==> config.mk <==
export PLATFORM = sky130hd
export DESIGN_NAME = tsp_queue
export DESIGN_NICKNAME = d
export VERILOG_FILES = /design/src/hdl/tsp_pkg.sv /design/src/hdl/tsp_queue.sv
export SDC_FILE = /design/constraint.sdc
export NUM_CORES = 1
export LEC_CHECK = 0
export ABC_AREA = 1
export BUFFER_PORTS_ARGS = -buffer_cell sky130_fd_sc_hd__clkbuf_2
export CELL_PAD_IN_SITES_DETAIL_PLACEMENT = 1
export CELL_PAD_IN_SITES_GLOBAL_PLACEMENT = 1
export CORE_MARGIN = 10
export CORE_UTILIZATION = 35
export CTS_BUF_LIST = sky130_fd_sc_hd__clkbuf_8
export CTS_CLUSTER_DIAMETER = 150
export DETAILED_ROUTE_END_ITERATION = 6
export PLACE_DENSITY = 0.63
export SKIP_CTS_REPAIR_TIMING = 1
export SKIP_LAST_GASP = 1
export SLEW_MARGIN = 20
export SYNTH_ARGS = -nofsm -noshare
export SYNTH_HDL_FRONTEND = slang
export SYNTH_SLANG_ARGS = --single-unit
==> constraint.sdc <==
create_clock -name clock -period 4.15 [get_ports clock]
set_input_delay 0.6225 -clock clock [delete_from_list [all_inputs] [get_ports clock]]
set_output_delay 0.6225 -clock clock [all_outputs]
set_load 0.02 [all_outputs]
==> src/hdl/tsp_pkg.sv <==
// ----------------------------------------------------------------------------
// tsp_pkg
// Shared types and constants for the tick to square-root price block.
// ----------------------------------------------------------------------------
package tsp_pkg;

   localparam logic [20:0] TICK_LIMIT = 21'd887272;
   localparam int          FACTORS    = 20;

   typedef struct packed {
      logic [19:0] mag;
      logic        neg;
      logic        oor;
   } tick_item_type;

   function automatic logic [127:0] factor_q128(input logic [4:0] idx);
      logic [127:0] f;
      unique case (idx)
         5'd0:  f = 128'hfffcb933bd6fad37aa2d162d1a594001;
         5'd1:  f = 128'hfff97272373d413259a46990580e213a;
         5'd2:  f = 128'hfff2e50f5f656932ef12357cf3c7fdcc;
         5'd3:  f = 128'hffe5caca7e10e4e61c3624eaa0941cd0;
         5'd4:  f = 128'hffcb9843d60f6159c9db58835c926644;
         5'd5:  f = 128'hff973b41fa98c081472e6896dfb254c0;
         5'd6:  f = 128'hff2ea16466c96a3843ec78b326b52861;
         5'd7:  f = 128'hfe5dee046a99a2a811c461f1969c3053;
         5'd8:  f = 128'hfcbe86c7900a88aedcffc83b479aa3a4;
         5'd9:  f = 128'hf987a7253ac413176f2b074cf7815e54;
         5'd10: f = 128'hf3392b0822b70005940c7a398e4b70f3;
         5'd11: f = 128'he7159475a2c29b7443b29c7fa6e889d9;
         5'd12: f = 128'hd097f3bdfd2022b8845ad8f792aa5825;
         5'd13: f = 128'ha9f746462d870fdf8a65dc1f90e061e5;
         5'd14: f = 128'h70d869a156d2a1b890bb3df62baf32f7;
         5'd15: f = 128'h31be135f97d08fd981231505542fcfa6;
         5'd16: f = 128'h09aa508b5b7a84e1c677de54f3e99bc9;
         5'd17: f = 128'h005d6af8dedb81196699c329225ee604;
         5'd18: f = 128'h00002216e584f5fa1ea926041bedfe98;
         5'd19: f = 128'h00000000048a170391f7dc42444e8fa2;
         default: f = '0;
      endcase
      return f;
   endfunction

endpackage

==> src/hdl/tsp_queue.sv <==
// ----------------------------------------------------------------------------
// tsp_queue
// Four-entry queue between the classifier and the arithmetic engine.
// ----------------------------------------------------------------------------
module tsp_queue (
   input  logic                   clock,
   input  logic                   reset,
   input  logic                   push,
   input  tsp_pkg::tick_item_type push_item,
   output logic                   full,
   input  logic                   pop,
   output tsp_pkg::tick_item_type pop_item,
   output logic                   empty
);
   import tsp_pkg::*;

   tick_item_type slot_ff [4];
   logic [1:0]    wr_ptr_ff, wr_ptr_in;
   logic [1:0]    rd_ptr_ff, rd_ptr_in;
   logic [2:0]    count_ff,  count_in;

   assign full     = (count_ff == 3'd4);
   assign empty    = (count_ff == 3'd0);
   assign pop_item = slot_ff[rd_ptr_ff];

   always_comb begin
      wr_ptr_in = push ? wr_ptr_ff + 2'd1 : wr_ptr_ff;
      rd_ptr_in = pop  ? rd_ptr_ff + 2'd1 : rd_ptr_ff;
      count_in  = count_ff + {2'b0, push} - {2'b0, pop};
   end

   always_ff @(posedge clock) begin
      if (reset) begin
         wr_ptr_ff <= '0;
         rd_ptr_ff <= '0;
         count_ff  <= '0;
      end else begin
         wr_ptr_ff <= wr_ptr_in;
         rd_ptr_ff <= rd_ptr_in;
         count_ff  <= count_in;
      end
   end

   always_ff @(posedge clock) begin
      if (push) begin
         slot_ff[wr_ptr_ff] <= push_item;
      end
   end

endmodule

# ---- Word level (Yosys, flattened, before mapping)
# Memories as Yosys holds them, arrays and structs flattened. A register that Yosys moved wholly into a read port is not among the register bits.
# Index checks and enable logic that the tools add are counted.
dict set report totals {
  regBits 7
  ramBits 88
  inputBits 26
  output_inout_bits 24
  elab_cells 14
  memories 1
}
# name words word_bits read_ports rd_clocked_by_memory_dff wr line
set mem_list {}
lappend mem_list {slot_ff 4 22 1 1 1 tsp_queue.sv:17} ;# tick_item_type slot_ff [4];
dict set report op_classes {
  add_sub_neg 4
  eq_ne 1
  muxes 4
  n_reduce_logical 1
}
# operator count
set ops {}
lappend ops {{2-bit by 1-bit adder with 2-bit output, second input constant} 2}
lappend ops {{2-bit 2-to-1 mux} 2}
lappend ops {{3-bit by 1-bit adder with 3-bit output} 1}
lappend ops {{3-bit == test, second input constant} 1}
lappend ops {{3-bit logical NOT} 1}
lappend ops {{3-bit by 1-bit subtractor with 3-bit output} 1}
lappend ops {{1-bit 2-to-1 mux} 2}

# ---- Longest topological paths before layout
# Gate-level depths: netlist (run 1).
dict set report logic_depth {
  ltp_word 3
  depth_mapped 9
  depth_no_buf 9
}

# ---- Worst setup path before layout (run 1)
# OpenSTA, ideal clock, no wires.
dict set report synth_path {
  kind {input to register}
  startpoint {in pop}
  endpoint {reg count_ff[2]}
  setup_time_ps 115
  arrival_time_ps 1644
  required_time_ps 4035
  path_slack_ps 2391
  path_stages 8
  n_path_buf 0
  path_cell_list {ha_1 inv_1 ha_1 fa_1 inv_1 nand3_1 nand2_1 nor2_1}
}
dict set report synth_via {
  elab_chain_cells 1
}
# item line
set synth_lines {}
lappend synth_lines {{start, declared} tsp_queue.sv:11} ;# input logic pop,
lappend synth_lines {{3-bit by 1-bit subtractor with 3-bit output} tsp_queue.sv:29} ;# count_in = count_ff + {2'b0, push} - {2'b0, pop};
lappend synth_lines {{end signal, assigned} tsp_queue.sv:40} ;# count_ff <= count_in;
lappend synth_lines {{end, declared} tsp_queue.sv:20} ;# logic [2:0] count_ff, count_in;
# Every way passes these cells.
# A chain may end at the register's enable or synchronous reset.

==> flow_summary.ini, run 1 <==
[routing]
postRouteAntennaNets = 0
dr_total_vias = 2326
post_drt_via_cell_ratio = 4.62
drt_wl_total_um = 7880
first_pass_iters = 4
wire_per_inst_um = 15.6
drc = 0
drt_iter0_drcs = 150

[timing]
finalHoldViolCount = 0
setup_total_negative_slack_ns = 0
fin_worst_skew_ns = 0.00678
finalCriticalPeriod_ns = 2.56
timing_max_transition_violations_final = 0
slew_headroom_pct = 29.1
max_frequency_ghz = 0.391
fin_hold_ws_ns = 0.448
fraction_of_the_cycle_the_final_worst_path_needs_pct = 61.6
final_setup_violating_endpoints = 0
setup_repair_after_global_routing_missed_its_margin = false
worstMarginPinSlew_ns = 1.06

[min_path]
timing.hold.worst_endpoint = count_ff[0]
min-delay-start = reset
hold_depth = 2
hold_class = in2reg

[pwr]
pwr_density_cell_nw_per_um2 = 454
internal_power_summed_over_all_cells_uw = 1530
total_leakage_power_uw = 0.00181
power_switching_share_pct = 25.5
power.switching_uw = 526
clock_power_share_pct = 32.5
seq_power_share_pct = 56.3
pwr-share-comb_pct = 11.2
vdd_drop_max_uv = 194

[flow_run]
timing.max_cap.violations = 0

[layout]
final_net_count = 392
final_layout_size_suffix_gt1_share_pct = 23.4
flow.area_growth_from_synthesis_pct = 13.5
n_fill_cell = 1200
instances_no_fill = 504
insertedDiodeCount = 0

[floorplanning]
die_width_um = 127
io-pin-count = 50
fp.dieH_um = 127
fp.coreArea_sq_um = 11000
initial_core_util_pct = 36.2
core.rowCount = 38
fp.dieArea_sq_um = 16100

[global_routing]
globalRouteTotalUtil_pct = 10.1
pin_count_of_the_biggest_net_entering_global_routing = 89
global_route_overflow = 0
first_global_vias = 2546
initial_antenna_violation_count = 0
grt_first_pass_wirelength_um = 12800

[logic_synthesis]
synth_nets = 347
yosys_register_bits = 97
post_synth_instance_area_sq_um = 4000
synth_compound_gate_area_share_pct = 13.2
ys_seq_area_share_pct = 70.7
syn_inst = 314
synth_fa_ha_area_share_pct = 2.38
synthXorXnorAreaFrac_pct = 0
proportion_of_synthesized_area_in_mux_cells_pct = 0
synth.lib_cells_used.distinct = 19
post_synth.cell_area_avg_sq_um = 12.7
synth_simple_gate_area_share_pct = 5.51
combinational_family_with_the_most_area_after_synthesis = compound AO/OA/AOI/OAI gates
synth_warnings = 0

[setup_path]
cpPeakStageDelay_ns = 0.96
critical_path_class = reg2out
r2r_slack_ns = 2.12
worstPathCellList = a21oi_1, o21ai_0, nand2_1, clkbuf_2
worst_setup_path_end_kind = primary output
rr_endpoint = slot_ff[0][16]
r2r_cells = 4
critical-path-slowest-cell = sky130_fd_sc_hd__dfxtp_4
critPathLaunchType = flip-flop
worst_ep_required_time_ns = 3.53
arrival_ns = 1.94
worst_reg2reg_path_startpoint = wr_ptr_ff[0]
critical_path_peak_fanout = 88

[placement]
dpl.hpwl_um = 4940
placed_cells_incl_taps = 488
globalplace.congestion = 0.661
buffer_ports.inserted = 49

[cts]
clkLatencyLatePin_ns = 0.36
clk_pin_slew_ns = 0.09
tritoncts = done
cts.sinks = 97
cts.htree.levels = 3
cts_inserted_buffers = 9
clk_root_buffer_cell = sky130_fd_sc_hd__clkbuf_8
ctsLongestPathBuffers = 2

[status]
status = complete, no violations
[metal layers]
layer | wire [um] | GRT usage (%)
met3 | 378 | 4.12
met5 | 0 | 0
met2 | 4020 | 17.1
met4 | 102 | 3.68
met1 | 3380 | 11.2
[worst max-delay path by stage]
stage                     cells past startpoint       from           end
after floorplan                               8        pop   count_ff[2]
after global placement                        3  flip-flop  pop_item[11]
after detailed placement                      4  flip-flop   pop_item[8]
after CTS                                     4  flip-flop   pop_item[8]
after global routing                          4  flip-flop   pop_item[8]
final                                         4  flip-flop   pop_item[8]
[cells in the mapped netlist, drive strengths merged]
cell type  count  share of area (%)
a21oi         28                3.5
buf           12                2.2
clkbuf         3               0.38
dfxtp          9                4.5
edfxtp        88                 66
fa             1               0.50
ha             6                1.9
inv           61                5.7
nand2         52                4.9
nand3          1               0.13
nor2           4               0.38
nor3           1               0.13
o211ai        22                6.4
o21ai         26                3.3
[stage by stage]
stage               setup slack, ns  utilization (%)  power [uW]  instance area, sq um
global route                   1.35             41.1        2170                  4530
global placement               1.93             39.1        1410                  4320
detailed placement             1.94             39.1        1420                  4320
CTS                            1.52             41.1        2100                  4530
floorplan                      2.39                -        1330                  4000
finish                         1.59             41.1        2060                  4530
[placed cells by master, fill, tap and decap left out, drive strengths merged]
| master | synthesis | layout |
|---|---|---|
| o21ai | 26 | 26 |
| bufinv | 0 | 2 |
| nand2 | 52 | 52 |
| o211ai | 22 | 22 |
| edfxtp | 88 | 88 |
| nor2 | 4 | 4 |
| nor3 | 1 | 1 |
| fa | 1 | 1 |
| nand3 | 1 | 1 |
| ha | 6 | 6 |
| clkinv | 0 | 4 |
| dfxtp | 9 | 9 |
| inv | 61 | 62 |
| clkbuf | 3 | 58 |
| a21oi | 28 | 28 |
[flip-flops by register name, indices dropped and copies added (netlist names), named ones only]
name	cells
rd_ptr_ff	2
slot_ff	88
count_ff	3
wr_ptr_ff	2
[area by class of cell]
type                       instances  area, sq um  share of cell area (%)
clock inverter                     7         92.6                    2.04
clock buffer                       9          124                    2.73
inverter                          61          229                    5.05
multi-input combinational        141          841                    18.5
tap                              140          175                    3.86
sequential                        97         2830                    62.4
timing repair buffer              49          245                    5.41
[logic make-up (layout without fill, tap and decap cells)]
family,Yosys count,after routing
adders and majority gates,7,7
and+or+nand+nor,58,58
AOI/OAI and AO/OA,76,76
DFF,97,97
buffers and inverters,76,126
[power by group through the flow]
| stage | registers [uW] | clock network (uW) | logic, uW |
|---|---|---|---|
| after floorplan | 1150 | 0 | 181 |
| after global placement | 1180 | 0 | 231 |
| after detailed placement | 1190 | 0 | 240 |
| after CTS | 1160 | 693 | 240 |
| after global routing | 1170 | 737 | 264 |
| final | 1160 | 668 | 231 |
[worst max-delay path: cells and delay by family (launching register included)]
family | cells | cell delay, ns
simple gates | 1 | 0.12
buf+inv | 1 | 0.18
compound gates | 2 | 0.30
flops | 1 | 0.96
Note: power is estimated with default switching activity, not from simulation.
==> run 2, diff against run 1 <==
--- a/config.mk
+++ b/config.mk
@@ -14,7 +14,7 @@
 export CTS_BUF_LIST = sky130_fd_sc_hd__clkbuf_8
 export CTS_CLUSTER_DIAMETER = 150
 export DETAILED_ROUTE_END_ITERATION = 6
-export PLACE_DENSITY = 0.63
+export PLACE_DENSITY = 0.65
 export SKIP_CTS_REPAIR_TIMING = 1
 export SKIP_LAST_GASP = 1
 export SLEW_MARGIN = 20
==> constraint.sdc (replaced) <==
create_clock -name clock -period 2.2 [get_ports clock]
set_input_delay 0.33 -clock clock [delete_from_list [all_inputs] [get_ports clock]]
set_output_delay 0.33 -clock clock [all_outputs]
set_load 0.02 [all_outputs]
==> flow_summary.ini, run 2 (synthesis gave the netlist of run 1 again) <==
[status]
status = complete, no violations

[setup_path]
r2r_cells = 9
critical_path_class = reg2out
critical-path-top-delay-family = flip-flops
worst_ep_required_time_ns = 1.87
worstPathCellList = buf_4, a21oi_1, o21ai_1, nand2_1, clkbuf_2
critical_path_peak_fanout = 32
arrival_ns = 1.70
cpPeakStageDelay_ns = 0.59
critPathLaunchType = flip-flop
critPathBufInv = 2
worst_setup_path_end_kind = primary output
cp.depth = 5
critical-path-slowest-cell = sky130_fd_sc_hd__dfxtp_4

[floorplanning]
fp.dieArea_sq_um = 16100
initial_core_util_pct = 36.2
fp.coreArea_sq_um = 11000
io-pin-count = 50
fp.dieH_um = 127
core.rowCount = 38
die_width_um = 127

[placement]
dpl.hpwl_um = 5130
globalplace.congestion = 0.694
buffer_ports.inserted = 49
placement.cell_area_sq_um = 4400

[routing]
drt_iter0_drcs = 109
drc = 0
postRouteAntennaNets = 0
first_pass_iters = 4
post_drt_via_cell_ratio = 4.53
dr_total_vias = 2325
drt_wl_total_um = 7900
wire_per_inst_um = 15.4

[layout]
insertedDiodeCount = 0
regMostFlops = slot_ff
final_net_count = 401
top_library_cells_by_usage_in_the_layout_fill_and_taps_aside = sky130_fd_sc_hd__edfxtp_1 (88), sky130_fd_sc_hd__inv_1 (63), sky130_fd_sc_hd__nand2_1 (52)
n_fill_cell = 1215
number_of_flip_flops_under_the_largest_register_name = 88
ff_latch_area_sq_um = 2830
utilization_pct = 41.7
most_common_cell_after_layout_fill_and_taps_aside = sky130_fd_sc_hd__edfxtp_1
flow.area_growth_from_synthesis_pct = 15.0
reg_top3 = slot_ff x88, count_ff x3
final_design_area_no_fill_sq_um = 4600
total_area_of_multi_input_combinational_cells_sq_um = 841
final_layout_size_suffix_gt1_share_pct = 24.4

[global_routing]
first_global_vias = 2512
globalRouteTotalUtil_pct = 9.99
grt_first_pass_wirelength_um = 12700
pin_count_of_the_biggest_net_entering_global_routing = 37
initial_antenna_violation_count = 0
global_route_overflow = 0

[timing]
setup_repair_after_global_routing_missed_its_margin = false
fraction_of_the_cycle_the_final_worst_path_needs_pct = 92.5
finalCriticalPeriod_ns = 2.03
timing_max_transition_violations_final = 0
finalHoldViolCount = 0
final_setup_violating_endpoints = 0
setup_total_negative_slack_ns = 0
fin_worst_skew_ns = 0.00517
worstMarginPinSlew_ns = 0.377
slew_headroom_pct = 74.9
max_frequency_ghz = 0.492

[cts]
clkLatencyLatePin_ns = 0.35
clk_pin_slew_ns = 0.09
clk_root_buffer_cell = sky130_fd_sc_hd__clkbuf_8
cts_inserted_buffers = 9
cts.sinks = 97
ctsLongestPathBuffers = 2
cts.htree.levels = 3
tritoncts = done

[pwr]
pwr_density_cell_nw_per_um2 = 824
vdd_drop_max_uv = 481
total_leakage_power_uw = 0.00186

[min_path]
hold_class = in2reg
hold_depth = 2

[flow_run]
timing.max_cap.violations = 0
-- run 2: area by class of cell --
class	instances	share of cell area [%]
repair buffers	58	7.08
inverters	61	4.98
clock inverters	5	1.01
well taps	140	3.81
clock buffers	11	3.29
flip-flops and latches	97	61.5
multi-input cells	141	18.3
-- run 2: worst paths after layout --
| check | startpoint | end | slack (ns) |
|---|---|---|---|
| worst min register to register | rd_ptr_ff[1] | flip-flop | 0.49 |
| worst max register to register | count_ff[0] | count_ff[2] | 0.61 |
| worst min-delay path | reset | count_ff[0] | 0.16 |
| worst max-delay path | flip-flop | pop_item[21] | 0.17 |
-- run 2: routing by layer --
metal / global-route usage [%] / wire length, um
met5: 0 / 0
met4: 4.62 / 83
met3: 2.75 / 366
met2: 16.5 / 3940
met1: 11.8 / 3510
-- run 2: worst reg2reg max path: cells and delay by family, from the launching register on --
kind          cells  cell delay [ns]
fa+ha+maj         3             0.80
flops             1             0.35
simple gates      3             0.18
buf+inv           3             0.17
-- run 2: report_power, final --
part	total, uW	internal [uW]	leakage (uW)	switching [uW]
registers	2150	2100	0.000884	43.3
clock network	1140	574	0.000109	564
logic	502	161	0.000869	341
-- run 2: through the flow --
stage,hold WS [ns],instances,total power [uW],worst slack (ns)
finish,0.164,513,3790,0.165
global route,0.173,513,3970,0.0151
CTS,0.154,513,3840,0.129
detailed placement,0.478,497,2710,0.516
global placement,0.462,497,2690,0.552
floorplan,0.401,314,2510,0.699
