--- config.mk ---
export PLATFORM = sky130hd
export DESIGN_NAME = tsp_front
export DESIGN_NICKNAME = d
export VERILOG_FILES = /design/src/hdl/tsp_pkg.sv /design/src/hdl/tsp_front.sv
export SDC_FILE = /design/constraint.sdc
export NUM_CORES = 1
export LEC_CHECK = 0
export ABC_CLOCK_PERIOD_IN_PS = 3100
export BUFFER_PORTS_ARGS = -buffer_cell sky130_fd_sc_hd__buf_2
export CAP_MARGIN = 20
export CORE_UTILIZATION = 40
export DETAILED_ROUTE_END_ITERATION = 7
export PLACE_DENSITY_LB_ADDON = 0.15
export SYNTH_ARGS = -nofsm -noshare
export SYNTH_HDL_FRONTEND = slang
export SYNTH_SLANG_ARGS = --single-unit
--- constraint.sdc ---
create_clock -name vclk -period 3.1
set_input_delay 0.465 -clock vclk [all_inputs]
set_output_delay 0.465 -clock vclk [all_outputs]
set_load 0.01 [all_outputs]
--- src/hdl/tsp_pkg.sv ---
// ----------------------------------------------------------------------------
// tsp_pkg
// Shared types and constants for the tick to square-root price block.
// ----------------------------------------------------------------------------
package tsp_pkg;

   localparam logic [20:0] TICK_LIMIT = 21'd887272;
   localparam int          FACTORS    = 20;

   typedef struct packed {
      logic [19:0] mag;
      logic        neg;
      logic        oor;
   } tick_item_type;

   function automatic logic [127:0] factor_q128(input logic [4:0] idx);
      logic [127:0] f;
      unique case (idx)
         5'd0:  f = 128'hfffcb933bd6fad37aa2d162d1a594001;
         5'd1:  f = 128'hfff97272373d413259a46990580e213a;
         5'd2:  f = 128'hfff2e50f5f656932ef12357cf3c7fdcc;
         5'd3:  f = 128'hffe5caca7e10e4e61c3624eaa0941cd0;
         5'd4:  f = 128'hffcb9843d60f6159c9db58835c926644;
         5'd5:  f = 128'hff973b41fa98c081472e6896dfb254c0;
         5'd6:  f = 128'hff2ea16466c96a3843ec78b326b52861;
         5'd7:  f = 128'hfe5dee046a99a2a811c461f1969c3053;
         5'd8:  f = 128'hfcbe86c7900a88aedcffc83b479aa3a4;
         5'd9:  f = 128'hf987a7253ac413176f2b074cf7815e54;
         5'd10: f = 128'hf3392b0822b70005940c7a398e4b70f3;
         5'd11: f = 128'he7159475a2c29b7443b29c7fa6e889d9;
         5'd12: f = 128'hd097f3bdfd2022b8845ad8f792aa5825;
         5'd13: f = 128'ha9f746462d870fdf8a65dc1f90e061e5;
         5'd14: f = 128'h70d869a156d2a1b890bb3df62baf32f7;
         5'd15: f = 128'h31be135f97d08fd981231505542fcfa6;
         5'd16: f = 128'h09aa508b5b7a84e1c677de54f3e99bc9;
         5'd17: f = 128'h005d6af8dedb81196699c329225ee604;
         5'd18: f = 128'h00002216e584f5fa1ea926041bedfe98;
         5'd19: f = 128'h00000000048a170391f7dc42444e8fa2;
         default: f = '0;
      endcase
      return f;
   endfunction

endpackage

--- src/hdl/tsp_front.sv ---
// ----------------------------------------------------------------------------
// tsp_front
// Splits an incoming tick into sign and magnitude and flags ticks past the limit.
// ----------------------------------------------------------------------------
module tsp_front (
   input  logic                   [20:0] tick_value,
   output tsp_pkg::tick_item_type        item
);
   import tsp_pkg::*;

   logic        neg;
   logic [20:0] mag;

   assign neg = tick_value[20];
   assign mag = neg ? (21'd0 - tick_value) : tick_value;

   assign item.neg = neg;
   assign item.mag = mag[19:0];
   assign item.oor = (mag > TICK_LIMIT);

endmodule

-- Yosys cells after proc, flatten, opt, wreduce, memory -nomap -nowiden
Index checks and enable logic that the tools add are counted.
- $add $sub $neg: 1
- $lt $le $gt $ge: 1
- multiplexer cells: 1
- operator list (kind ; number):
    $gt A21 B20 Y1 const B ; 1
    $mux W21 ; 1
    $sub A1 B21 Y21 const A ; 1
- flip-flop bits (word level): 0
- input bits: 21
- output and inout port bits: 22
- logic and storage cells: 3

-- Longest topological paths before layout
Gate-level depths: netlist (run 1).
- word-level depth: 3
- gate-level depth with buffers: 10
- depth with buffers taken out: 9

-- Worst setup path before layout (run 1)
No wires, ideal clock.
- path type: input-to-output
- start: input tick_value[1]
- end: output item[0] (netlist name)
- arrival: 2.702 ns
- path slack: -0.067 ns
- stages on the path: 10
- path buffers: 1
- cells stage by stage: inv_1 -> ha_1 -> or4b_2 -> or4_1 -> buf_2 -> o41ai_2 -> or3_1 -> nor3b_2 -> o211ai_1 -> a22oi_1
- RTL lines (element ; RTL line ; RTL):
    from (decl) ; tsp_front.sv:6 ; input logic [20:0] tick_value,
    to (decl) ; tsp_front.sv:7 ; output tsp_pkg::tick_item_type item

==> qor_table.md, run 1 <==
| Item | Reported | Unit |
|:---|:---|:---|
| Total negative setup slack | -183 | ps |
| Multiplexer fraction of the synthesized cell area | 1.51 | % |
| Diodes inserted | 0 | - |
| Number of setup violations in the final report | 1 | - |
| Synthesis warning total | 0 | - |
| Net count of the mapped netlist | 133 | - |
| NetSw | 0.0932 | mW |
| Number of nets with antenna violations after routing | 0 | - |
| Category of the critical setup timing path | in -> out | - |
| Kind of cell adding the most delay to the critical path | simple AND/OR/NAND/NOR gates | - |
| Wire length per cell after detailed routing | 12.2 | µm |
| Final critical path time including I/O delays and setup | 3280 | ps |
| Setup repair after global routing missed its margin | true | - |
| Netlist area before placement | 748 | µm² |
| Post-route cell area | 0.00120 | mm² |
| Average size of a mapped cell | 6.74 | µm² |
| Fill cell total of the finished layout | 166 | - |
| Kind of start point of the critical path | input port | - |
| Area of the multi-input gates | 706 | µm² |
| Worst Path Buf+Inv | 2 | - |
| Static Leakage | 0.552 | nW |
| CP arrival | 2820 | ps |
| Setup slack at placement | -218 | ps |
| First drt pass iteration count | 5 | - |
| Combinational share of power | 100.0 | % |
| Main combinational cell family by area after synthesis | simple AND/OR/NAND/NOR gates | - |
| Maximum number of pins on one net before global-route repair | 20 | - |
| Area overhead of the layout relative to synthesis | 59.9 | % |
| Cell Count Post-Placement | 194 | - |
| DR iter-0 viols | 13 | - |
| Core region area | 0.00175 | mm² |
| Highest net fanout along the worst path | 5 | - |
| Total stage count of the critical path | 9 | - |
| Die area | 0.00205 | mm² |
| Worst-case vdd ir drop | 84.7 | µV |
| Number of nets in the layout | 194 | - |
| Fraction of the yosys area taken by sequential cells | 0 | % |
| First-pass GRT wire length | 3.53 | mm |
| Initial cell density of the core | 42.9 | % |
| Post-route clock period utilization | 106 | % |
| Run status | complete, but fails checks | - |
| Number of standard cells in the layout, taps in and fillers out | 195 | - |
| Top-level port count | 43 | - |
| Adder-cell share of the synthesized area | 1.67 | % |
| Die extent in y | 45.3 | µm |
| Maximum capacitance violations | 0 | - |
| Total global routing overflow | 0 | - |
| Number of max-slew violations in the final report | 0 | - |
| Synth unique cells | 39 | - |
| Number of antenna violations at the first check in global routing | 0 | - |
| Simple-gate area share of the yosys netlist | 33.9 | % |
| Ratio of cells with drive above 1 in the final layout | 48.8 | % |
| Sequential cell count | 0 | - |
| Sequential standard cell area | 0 | µm² |
| Worst setup path end | item[0] | - |
| Number of vias per cell | 5.40 | - |
| Commonest cells after routing, fill and taps aside | sky130_fd_sc_hd__buf_2 (41), sky130_fd_sc_hd__buf_4 (25), sky130_fd_sc_hd__xnor2_1 (11) | - |
| Pin slew with the least headroom to its limit | 438 | ps |
| Rel. slew slack | 70.5 | % |
| Required time of the worst setup path | 2630 | ps |
| Max Clk Rate | 305 | MHz |
| Power per unit of standard cell area | 150 | mW/mm² |
| Routed Wire Length | 2.38 | mm |
| Compound-gate portion of the synthesized area | 30.4 | % |
| Final HPWL from detailed placement | 1.94 | mm |
| Cell with the biggest individual delay on the critical path | sky130_fd_sc_hd__or4_4 | - |
| Horizontal die dimension | 45.3 | µm |
| Violations in the final reports | setup timing | - |
| Internal power contribution | 0.0862 | mW |
| Overall track demand over capacity in global routing | 22.0 | % |
| Buffers added on ports | 43 | - |
| Seq pwr share | 0 | % |
| Post-route DRC violation count | 0 | - |
| Most common library cell in the layout ignoring fill and taps | sky130_fd_sc_hd__buf_2 | - |
| Total cell area at the placement stage | 0.00115 | mm² |
| Vias in the first global route | 897 | - |
| Clock power share | 0 | % |
| Critical path capture point type | output port | - |
| Weighted congestion at the end of routability-driven global placement | 0.834 | - |
| Count of clock-net buffers in the final layout | 0 | - |
| Worst path setup slack after routing | -183 | ps |
| Cell row count | 15 | - |
| Timing startpoint of the critical path | tick_value[6] | - |
| List of cells traversed by the critical path | buf_2 -> or4_4 -> or4_4 -> mux2_1 -> a32o_1 -> o21ai_0 -> o211ai_1 -> a22oi_2 -> buf_2 | - |
| Type of the worst min-delay path | in -> out | - |
| Routed vias | 1053 | - |
| Area share of xor/xnor cells in the synthesized design | 21.1 | % |
| Delay contributed by the slowest stage of the critical path | 560 | ps |
| Instance count of the mapped netlist | 111 | - |
| Final count of hold timing violations | 0 | - |
| Switching share of total power | 52.0 | % |
[power groups by stage]
stage	Clock [mW]	Sequential [mW]	Combinational, mW
2_1_floorplan	0	0	0.0880
3_3_place_gp	0	0	0.167
3_5_place_dp	0	0	0.171
4_1_cts	0	0	0.172
5_1_grt	0	0	0.194
6_report	0	0	0.179
[routing by layer]
metal | vias up | GRT usage [%] | wire, µm
met5 | - | 0 | 0
met4 | 0 | 0 | 0
met3 | 0 | 0.800 | 93
met2 | 34 | 45.2 | 1320
met1 | 488 | 26.0 | 964
li1 | 531 | - | -
[layout make-up]
class                           count  share of cell area, %
Tap cell                           25                   2.62
Inverter                           11                   3.66
Multi-Input combinational cell     91                   59.0
Timing Repair Buffer               68                   34.7
[metrics by stage]
step	hold WS [ps]	power (mW)	util, %
after floorplan	1020	0.0880	-
after detailed placement	1160	0.171	65.9
after global routing	1150	0.194	68.5
after CTS	1160	0.172	65.9
after global placement	1160	0.167	65.9
final	1140	0.179	68.5
[cells by family after synthesis]
| group | Yosys count |
|---|---|
| compound gates | 31 |
| fa+ha+maj | 1 |
| buf+inv | 20 |
| xor+xnor | 18 |
| mux | 1 |
| simple gates | 40 |
[worst min path at each step]
stage | slack [ps] | from | end | depth (start not counted)
final | 1140 | tick_value[0] | item[2] | 2
after global routing | 1150 | tick_value[0] | item[2] | 2
after CTS | 1160 | tick_value[0] | item[2] | 2
after detailed placement | 1160 | tick_value[0] | item[2] | 2
after global placement | 1160 | tick_value[0] | item[2] | 2
after floorplan | 1020 | tick_value[10] | item[12] | 1
[cell usage after synthesis, drive strengths merged]
| cell | number | share of area, % |
|---|---|---|
| a41oi | 1 | 1.2 |
| inv | 11 | 5.5 |
| nor4b | 1 | 1.2 |
| or4 | 6 | 6.5 |
| a32o | 1 | 1.3 |
| nor4 | 2 | 1.7 |
| mux2 | 1 | 1.5 |
| nor3b | 2 | 2.7 |
| nand2b | 2 | 1.7 |
| o211ai | 1 | 1.0 |
| nand4b | 1 | 1.2 |
| o2111ai | 1 | 1.2 |
| nand3b | 1 | 1.0 |
| or3b | 1 | 1.2 |
| xnor2 | 11 | 13 |
| nor3 | 2 | 1.3 |
| nor2 | 6 | 3.0 |
| o21ai | 7 | 4.7 |
| nand4bb | 1 | 1.5 |
| ha | 1 | 1.7 |
| o31ai | 7 | 7.0 |
| o41ai | 5 | 6.9 |
| or4b | 1 | 1.3 |
| or3 | 3 | 2.5 |
| or2 | 3 | 2.5 |
| xor2 | 7 | 8.2 |
| a21oi | 4 | 2.7 |
| o211a | 1 | 1.3 |
| o21bai | 1 | 1.0 |
| o31a | 1 | 1.2 |
| buf | 4 | 3.3 |
| nand2 | 6 | 3.0 |
| a22oi | 1 | 1.0 |
| clkbuf | 5 | 2.5 |
| nand4 | 2 | 1.7 |
[timing repair]
item | 4_1_cts | 5_1_grt
buffers inserted | 0 | 1
gates cloned | 0 | 0
pin swaps | 0 | 4
resized for setup | 0 | 9
hold buffers | 0 | 0
setup endpoints to repair | 1 | 1
Power figures use the tool's default switching activity.
==> run 2, diff against run 1 <==
--- a/config.mk
+++ b/config.mk
@@ -5,7 +5,7 @@
 export SDC_FILE = /design/constraint.sdc
 export NUM_CORES = 1
 export LEC_CHECK = 0
-export ABC_CLOCK_PERIOD_IN_PS = 3100
+export ABC_CLOCK_PERIOD_IN_PS = 4200
 export BUFFER_PORTS_ARGS = -buffer_cell sky130_fd_sc_hd__buf_2
 export CAP_MARGIN = 20
 export CORE_UTILIZATION = 40
==> constraint.sdc (replaced) <==
create_clock -name vclk -period 4.2
set_input_delay 0.63 -clock vclk [all_inputs]
set_output_delay 0.63 -clock vclk [all_outputs]
set_load 0.01 [all_outputs]
==> run 2 against run 1 <==
Against the previous run:
- the flow now finishes without violations
- global-route usage fell by 1.2 points
- wire length fell by 17%
- power fell by 41%
- hold slack improved by 370 ps
- non-clock buffer count fell by 25
- core utilization fell by 14 points
- final area fell by 21%
- clock-buffer cell count did not move
- worst setup slack improved by 600 ps
- via count fell by 11%
- die area did not move
- cell count fell by 13%
- critical endpoint unchanged
- largest power group unchanged
- highest routed layer unchanged
==> qor_table.md, run 2 (synthesis gave the netlist of run 1 again) <==
| Item | Reported | Unit | vs previous |
|:---|:---|:---|:---|
| Switching share of total power | 56.9 | % | +5.0 points |
| First-pass GRT wire length | 3.32 | mm | -5.9% |
| NetSw | 0.0604 | mW | -35% |
| Total global routing overflow | 0 | - | unchanged |
| Hold path endpoint | item[2] | - |  |
| Diodes inserted | 0 | - | unchanged |
| Final critical path time including I/O delays and setup | 3780 | ps |  |
| Commonest cells after routing, fill and taps aside | sky130_fd_sc_hd__buf_2 (43), sky130_fd_sc_hd__inv_1 (11), sky130_fd_sc_hd__xnor2_1 (11) | - |  |
| List of cells traversed by the critical path | buf_2 -> inv_1 -> ha_1 -> or4b_2 -> or4_1 -> o41ai_2 -> or3_1 -> nor3b_2 -> o211ai_1 -> a22oi_1 -> buf_2 | - |  |
| Initial cell density of the core | 42.9 | % | unchanged |
| Number of max-slew violations in the final report | 0 | - | unchanged |
| Number of nets in the layout | 169 | - | -13% |
| Run status | finished clean | - |  |
| Sum of internal, switching and leakage power | 0.106 | mW | -41% |
| Hold buffer count at cts | 0 | - | unchanged |
| First drt pass iteration count | 4 | - | -1 |
| Post-route clock period utilization | 90.0 | % |  |
| Die area | 0.00205 | mm² | unchanged |
| Core region area | 0.00175 | mm² | unchanged |
| Horizontal die dimension | 45.3 | µm | unchanged |
| Weighted congestion at the end of routability-driven global placement | 0.832 | - | -0.25% |
| Pin slew with the least headroom to its limit | 461 | ps | +22.7 ps |
| Cell row count | 15 | - | unchanged |
| Required time of the worst setup path | 3570 | ps | +940 ps |
| Number of antenna violations at the first check in global routing | 0 | - | unchanged |
| Final HPWL from detailed placement | 1.60 | mm | -17% |
| Worst-case vdd ir drop | 57.5 | µV | -32% |
| Most common library cell in the layout ignoring fill and taps | sky130_fd_sc_hd__buf_2 | - |  |
| Combinational share of power | 100.0 | % | about the same |
| Power per unit of standard cell area | 112 | mW/mm² | -26% |
| Number of setup violations in the final report | 0 | - | -1 |
| Total negative setup slack | 0 | ps | +183 ps |
| Maximum number of pins on one net before global-route repair | 31 | - | +55% |
| Max Clk Rate | 264 | MHz |  |
| Count of clock-net buffers in the final layout | 0 | - | unchanged |
| Sequential standard cell area | 0 | µm² | unchanged |
| Cell with the biggest individual delay on the critical path | sky130_fd_sc_hd__or4b_2 | - |  |
| Routed vias | 936 | - | -11% |
| Internal power contribution | 0.0457 | mW | -47% |
| CP arrival | 3150 | ps | +330 ps |
| Category of the critical setup timing path | in -> out | - |  |
| Rel. slew slack | 69.3 | % | -1.2 points |
| Worst Path Buf+Inv | 3 | - | +1 |
| Number of vias per cell | 5.51 | - | +2.0% |
| Die extent in y | 45.3 | µm | unchanged |
| Kind of start point of the critical path | input port | - |  |
| Fill cell total of the finished layout | 191 | - | +15% |
| Final count of hold timing violations | 0 | - | unchanged |
| Number of buffers added for setup after CTS | 0 | - | unchanged |
| Hold_sp | tick_value[0] | - |  |
| Delay contributed by the slowest stage of the critical path | 580 | ps | +20 ps |
| Critical Path Most Common Cell | sky130_fd_sc_hd__buf_2 | - |  |
| Top-level port count | 43 | - | unchanged |
| Number of nets with antenna violations after routing | 0 | - | unchanged |
| Buffers added on ports | 43 | - | unchanged |
| Post-route DRC violation count | 0 | - | unchanged |
| Hold Path Stages | 2 | - | unchanged |
| Post-CTS sizing | 0 | - | unchanged |
| Critical path capture point type | output port | - |  |
| Routed Wire Length | 1.99 | mm | -17% |
| Ratio of cells with drive above 1 in the final layout | 35.2 | % | -14 points |
| Static Leakage | 0.422 | nW | -24% |
| Seq pwr share | 0 | % | unchanged |
| Overall track demand over capacity in global routing | 20.7 | % | -1.2 points |
| Area overhead of the layout relative to synthesis | 27.1 | % |  |
| Area of the multi-input gates | 663 | µm² | -6.0% |
| Highest net fanout along the worst path | 6 | - | +1 |
| Sequential cell count | 0 | - | unchanged |
| Vias in the first global route | 779 | - | -13% |
| Kind of cell adding the most delay to the critical path | simple AND/OR/NAND/NOR gates | - |  |
| Setup repair after global routing missed its margin | false | - |  |
| Wire length per cell after detailed routing | 11.7 | µm | -4.4% |
| Type of the worst min-delay path | in -> out | - |  |
| Maximum capacitance violations | 0 | - | unchanged |
| Clock power share | 0 | % | unchanged |
| DR iter-0 viols | 19 | - | +6 |
==> run 2: stage by stage <==
stage               cell area (µm²)  instances  worst slack (ps)  hold slack (ps)  utilization (%)
floorplan                       748        111               703             1350                -
global placement                951        170               465             1500             54.5
detailed placement              951        170               403             1500             54.5
CTS                             951        170               402             1500             54.5
global route                    951        170               254             1520             54.5
finish                          951        170               418             1500             54.5
==> run 2: worst max-delay path by stage <==
| stage | end | slack (ps) | start | cells after the start |
|---|---|---|---|---|
| CTS | item[0] | 400 | tick_value[1] | 11 |
| floorplan | item[0] | 700 | tick_value[1] | 10 |
| finish | item[0] | 420 | tick_value[1] | 11 |
| global route | item[0] | 250 | tick_value[1] | 11 |
| global placement | item[0] | 470 | tick_value[0] | 11 |
| detailed placement | item[0] | 400 | tick_value[0] | 11 |
==> run 2: final cells by class <==
type               count  share of cell area (%)
multi-input cells     91                    69.7
well taps             25                    3.29
repair buffers        43                    22.6
inverters             11                    4.34
==> run 2: power by group through the flow <==
stage	sequential, mW	combinational (mW)	clock [mW]
after global routing	0	0.119	0
final	0	0.106	0
after global placement	0	0.105	0
after detailed placement	0	0.106	0
after CTS	0	0.107	0
after floorplan	0	0.0633	0
==> run 2: per-layer routing <==
metal,track usage [%],share of wire (%)
met3,0,3.4
met2,39.1,52
met1,27.9,45
met4,0,0
met5,0,0
==> run 3, diff against run 2 <==
--- a/config.mk
+++ b/config.mk
@@ -5,12 +5,16 @@
 export SDC_FILE = /design/constraint.sdc
 export NUM_CORES = 1
 export LEC_CHECK = 0
+export ABC_AREA = 1
 export ABC_CLOCK_PERIOD_IN_PS = 4200
 export BUFFER_PORTS_ARGS = -buffer_cell sky130_fd_sc_hd__buf_2
 export CAP_MARGIN = 20
+export CORE_ASPECT_RATIO = 1.75
+export CORE_MARGIN = 4
 export CORE_UTILIZATION = 40
 export DETAILED_ROUTE_END_ITERATION = 7
 export PLACE_DENSITY_LB_ADDON = 0.15
 export SYNTH_ARGS = -nofsm -noshare
 export SYNTH_HDL_FRONTEND = slang
 export SYNTH_SLANG_ARGS = --single-unit
+export TNS_END_PERCENT = 10
==> run 3 against run 2 <==
Against the previous run:
- synthesized cell count up 72%
- critical endpoint unchanged
- cell count up 49%
- hold slack better by 5.7 ps
- wire length up 40%
- core utilization down 1.2 points
- first-iteration DRC count up 89%
- final area up 20%
- combinational power up 13%
- flip-flop and latch count unchanged
- power up 13%
- critical path type unchanged
==> qor_table.md, run 3 <==
| Item | Reported | Unit | vs previous |
|:---|:---|:---|:---|
| Run status | finished clean | - |  |
| First drt pass iteration count | 4 | - | unchanged |
| Most common library cell in the layout ignoring fill and taps | sky130_fd_sc_hd__nand2_1 | - |  |
| Worst-case vdd ir drop | 38.8 | µV | -33% |
| Die extent in y | 71.8 | µm | +59% |
| Hold buffer count at cts | 0 | - | unchanged |
| Area contributors post-synth | sky130_fd_sc_hd__nand2_1 (24%), sky130_fd_sc_hd__nand3_1 (12%), sky130_fd_sc_hd__nor2_1 (10%) | - |  |
| Area overhead of the layout relative to synthesis | 22.8 | % |  |
| Area share of xor/xnor cells in the synthesized design | 2.69 | % | -18 points |
| Pin slew with the least headroom to its limit | 473 | ps | +12.0 ps |
| Net count of the mapped netlist | 213 | - | +60% |
| Post-route clock period utilization | 70.7 | % | -19 points |
| Weighted congestion at the end of routability-driven global placement | 0.842 | - | +1.3% |
| Sequential cell count | 0 | - | unchanged |
| Buffers added on ports | 43 | - | unchanged |
| Number of setup violations in the final report | 0 | - | unchanged |
| Fraction of the yosys area taken by sequential cells | 0 | % | unchanged |
| Horizontal die dimension | 44.5 | µm | -1.7% |
| Diodes inserted | 0 | - | unchanged |
| Synthesis warning total | 0 | - | unchanged |
| Initial cell density of the core | 43.4 | % | +0.49 points |
| Static Leakage | 0.657 | nW | +56% |
| Maximum capacitance violations | 0 | - | unchanged |
| Routed Wire Length | 2.78 | mm | +40% |
| Category of the critical setup timing path | in -> out | - |  |
| Number of buffers added for setup after CTS | 0 | - | unchanged |
| Leading area contributor after synthesis | sky130_fd_sc_hd__nand2_1 | - |  |
| Total global routing overflow | 0 | - | unchanged |
| DR iter-0 viols | 36 | - | +17 |
| Compound-gate portion of the synthesized area | 7.53 | % | -23 points |
| Adder-cell share of the synthesized area | 1.34 | % | -0.33 points |
| Overall track demand over capacity in global routing | 17.8 | % | -3.0 points |
| Required time of the worst setup path | 3570 | ps | about the same |
| Synth unique cells | 23 | - | -41% |
| Hold_ws | 1510 | ps | +5.73 ps |
| Simple-gate area share of the yosys netlist | 73.7 | % | +40 points |
| Number of antenna violations at the first check in global routing | 0 | - | unchanged |
| Final count of hold timing violations | 0 | - | unchanged |
| Most common cell in the netlist | sky130_fd_sc_hd__nand2_1 | - |  |
| Maximum number of pins on one net before global-route repair | 28 | - | -9.7% |
| Count of clock-net buffers in the final layout | 0 | - | unchanged |
| Power per unit of standard cell area | 105 | mW/mm² | -6.3% |
| Fill cell total of the finished layout | 270 | - | +41% |
| Number of max-slew violations in the final report | 0 | - | unchanged |
| Highest net fanout along the worst path | 27 | - | +21 |
| Post-route DRC violation count | 0 | - | unchanged |
| Cell Count Post-Placement | 253 | - | +49% |
| Sum of internal, switching and leakage power | 0.120 | mW | +13% |
| Average size of a mapped cell | 4.87 | µm² | -28% |
| Ratio of cells with drive above 1 in the final layout | 33.6 | % | -1.5 points |
| Commonest cells after routing, fill and taps aside | sky130_fd_sc_hd__nand2_1 (59), sky130_fd_sc_hd__buf_2 (43), sky130_fd_sc_hd__nor2_1 (26) | - |  |
| Final HPWL from detailed placement | 2.47 | mm | +54% |
| Post-CTS sizing | 0 | - | unchanged |
| Number of standard cells in the layout, taps in and fillers out | 253 | - | +49% |
| Kind of start point of the critical path | input port | - |  |
| Most frequent cells after synthesis | sky130_fd_sc_hd__nand2_1 (59), sky130_fd_sc_hd__nor2_1 (26), sky130_fd_sc_hd__inv_1 (24) | - |  |
| First-pass GRT wire length | 4.52 | mm | +36% |
| Instance count of the mapped netlist | 191 | - | +72% |
| Multiplexer fraction of the synthesized cell area | 0 | % | -1.5 points |
| Max Clk Rate | 337 | MHz | +27% |
| Number of vias per cell | 4.89 | - | -11% |
| Rel. slew slack | 68.5 | % | -0.80 points |
| Utilization after layout | 53.3 | % | -1.2 points |
| Netlist area before placement | 931 | µm² | +24% |
| Total negative setup slack | 0 | ps | unchanged |
| Setup repair after global routing missed its margin | false | - |  |
| Number of nets with antenna violations after routing | 0 | - | unchanged |
| Die area | 0.00319 | mm² | +56% |
| Routed vias | 1237 | - | +32% |
| Cell row count | 22 | - | +7 |
| Type of the worst min-delay path | in -> out | - |  |
| Critical path capture point type | output port | - |  |
| Main combinational cell family by area after synthesis | simple AND/OR/NAND/NOR gates | - |  |
| Final critical path time including I/O delays and setup | 2970 | ps | -813 ps |
| Number of nets in the layout | 253 | - | +50% |
| Vias in the first global route | 1111 | - | +43% |
| Area share of the largest cell type after synthesis | 23.8 | % | +11 points |
| Core region area | 0.00215 | mm² | +23% |
| Top-level port count | 43 | - | unchanged |
| CP arrival | 2340 | ps | -810 ps |
| Sequential standard cell area | 0 | µm² | unchanged |
| Wire length per cell after detailed routing | 11.0 | µm | -5.9% |
-- run 3: area by class of cell --
cell class,count,area [µm²],share of cell area [%]
tap,24,30.0,2.63
timing repair buffer,43,215,18.8
multi-input combinational,158,793,69.4
inverter,28,105,9.19
-- run 3: per-layer routing --
layer / wire (µm) / track usage, %
met1: 980 / 17.5
met2: 1520 / 36.2
met3: 179 / 1.26
met4: 97 / 5.03
met5: 0 / 0
-- run 3: through the flow --
step | instance area (µm²) | worst slack (ps)
floorplan | 931 | 1620
global placement | 1140 | 1270
detailed placement | 1140 | 1230
CTS | 1140 | 1230
global route | 1140 | 1070
finish | 1140 | 1230
-- run 3: path summary, 6_finish.rpt --
| check | start | to | slack, ps | depth (start not counted) |
|---|---|---|---|---|
| max | tick_value[20] | item[0] | 1230 | 10 |
| min | tick_value[0] | item[2] | 1510 | 2 |
-- run 3: kinds of logic (layout without fill, tap and decap cells) --
| kind of cell | count (synthesis) | after routing |
|---|---|---|
| buf+inv | 33 | 71 |
| compound gates | 13 | 13 |
| simple gates | 142 | 142 |
| fa+ha+maj | 1 | 1 |
| xor+xnor | 2 | 2 |
-- run 3: where the power goes --
part	internal (mW)	switching, mW
Clock	0	0
Combinational	0.0429	0.0766
Sequential	0	0
Total	0.0429	0.0766
-- run 3: critical path, cell delays in order --
cell                      delay (ps)
sky130_fd_sc_hd__buf_2           390
sky130_fd_sc_hd__inv_1           230
sky130_fd_sc_hd__or2_2           330
sky130_fd_sc_hd__xor2_1          170
sky130_fd_sc_hd__nand3_1         100
sky130_fd_sc_hd__nor2_1          130
sky130_fd_sc_hd__nand3_1          80
sky130_fd_sc_hd__nor2_1           80
sky130_fd_sc_hd__a21oi_1          40
sky130_fd_sc_hd__buf_2           130
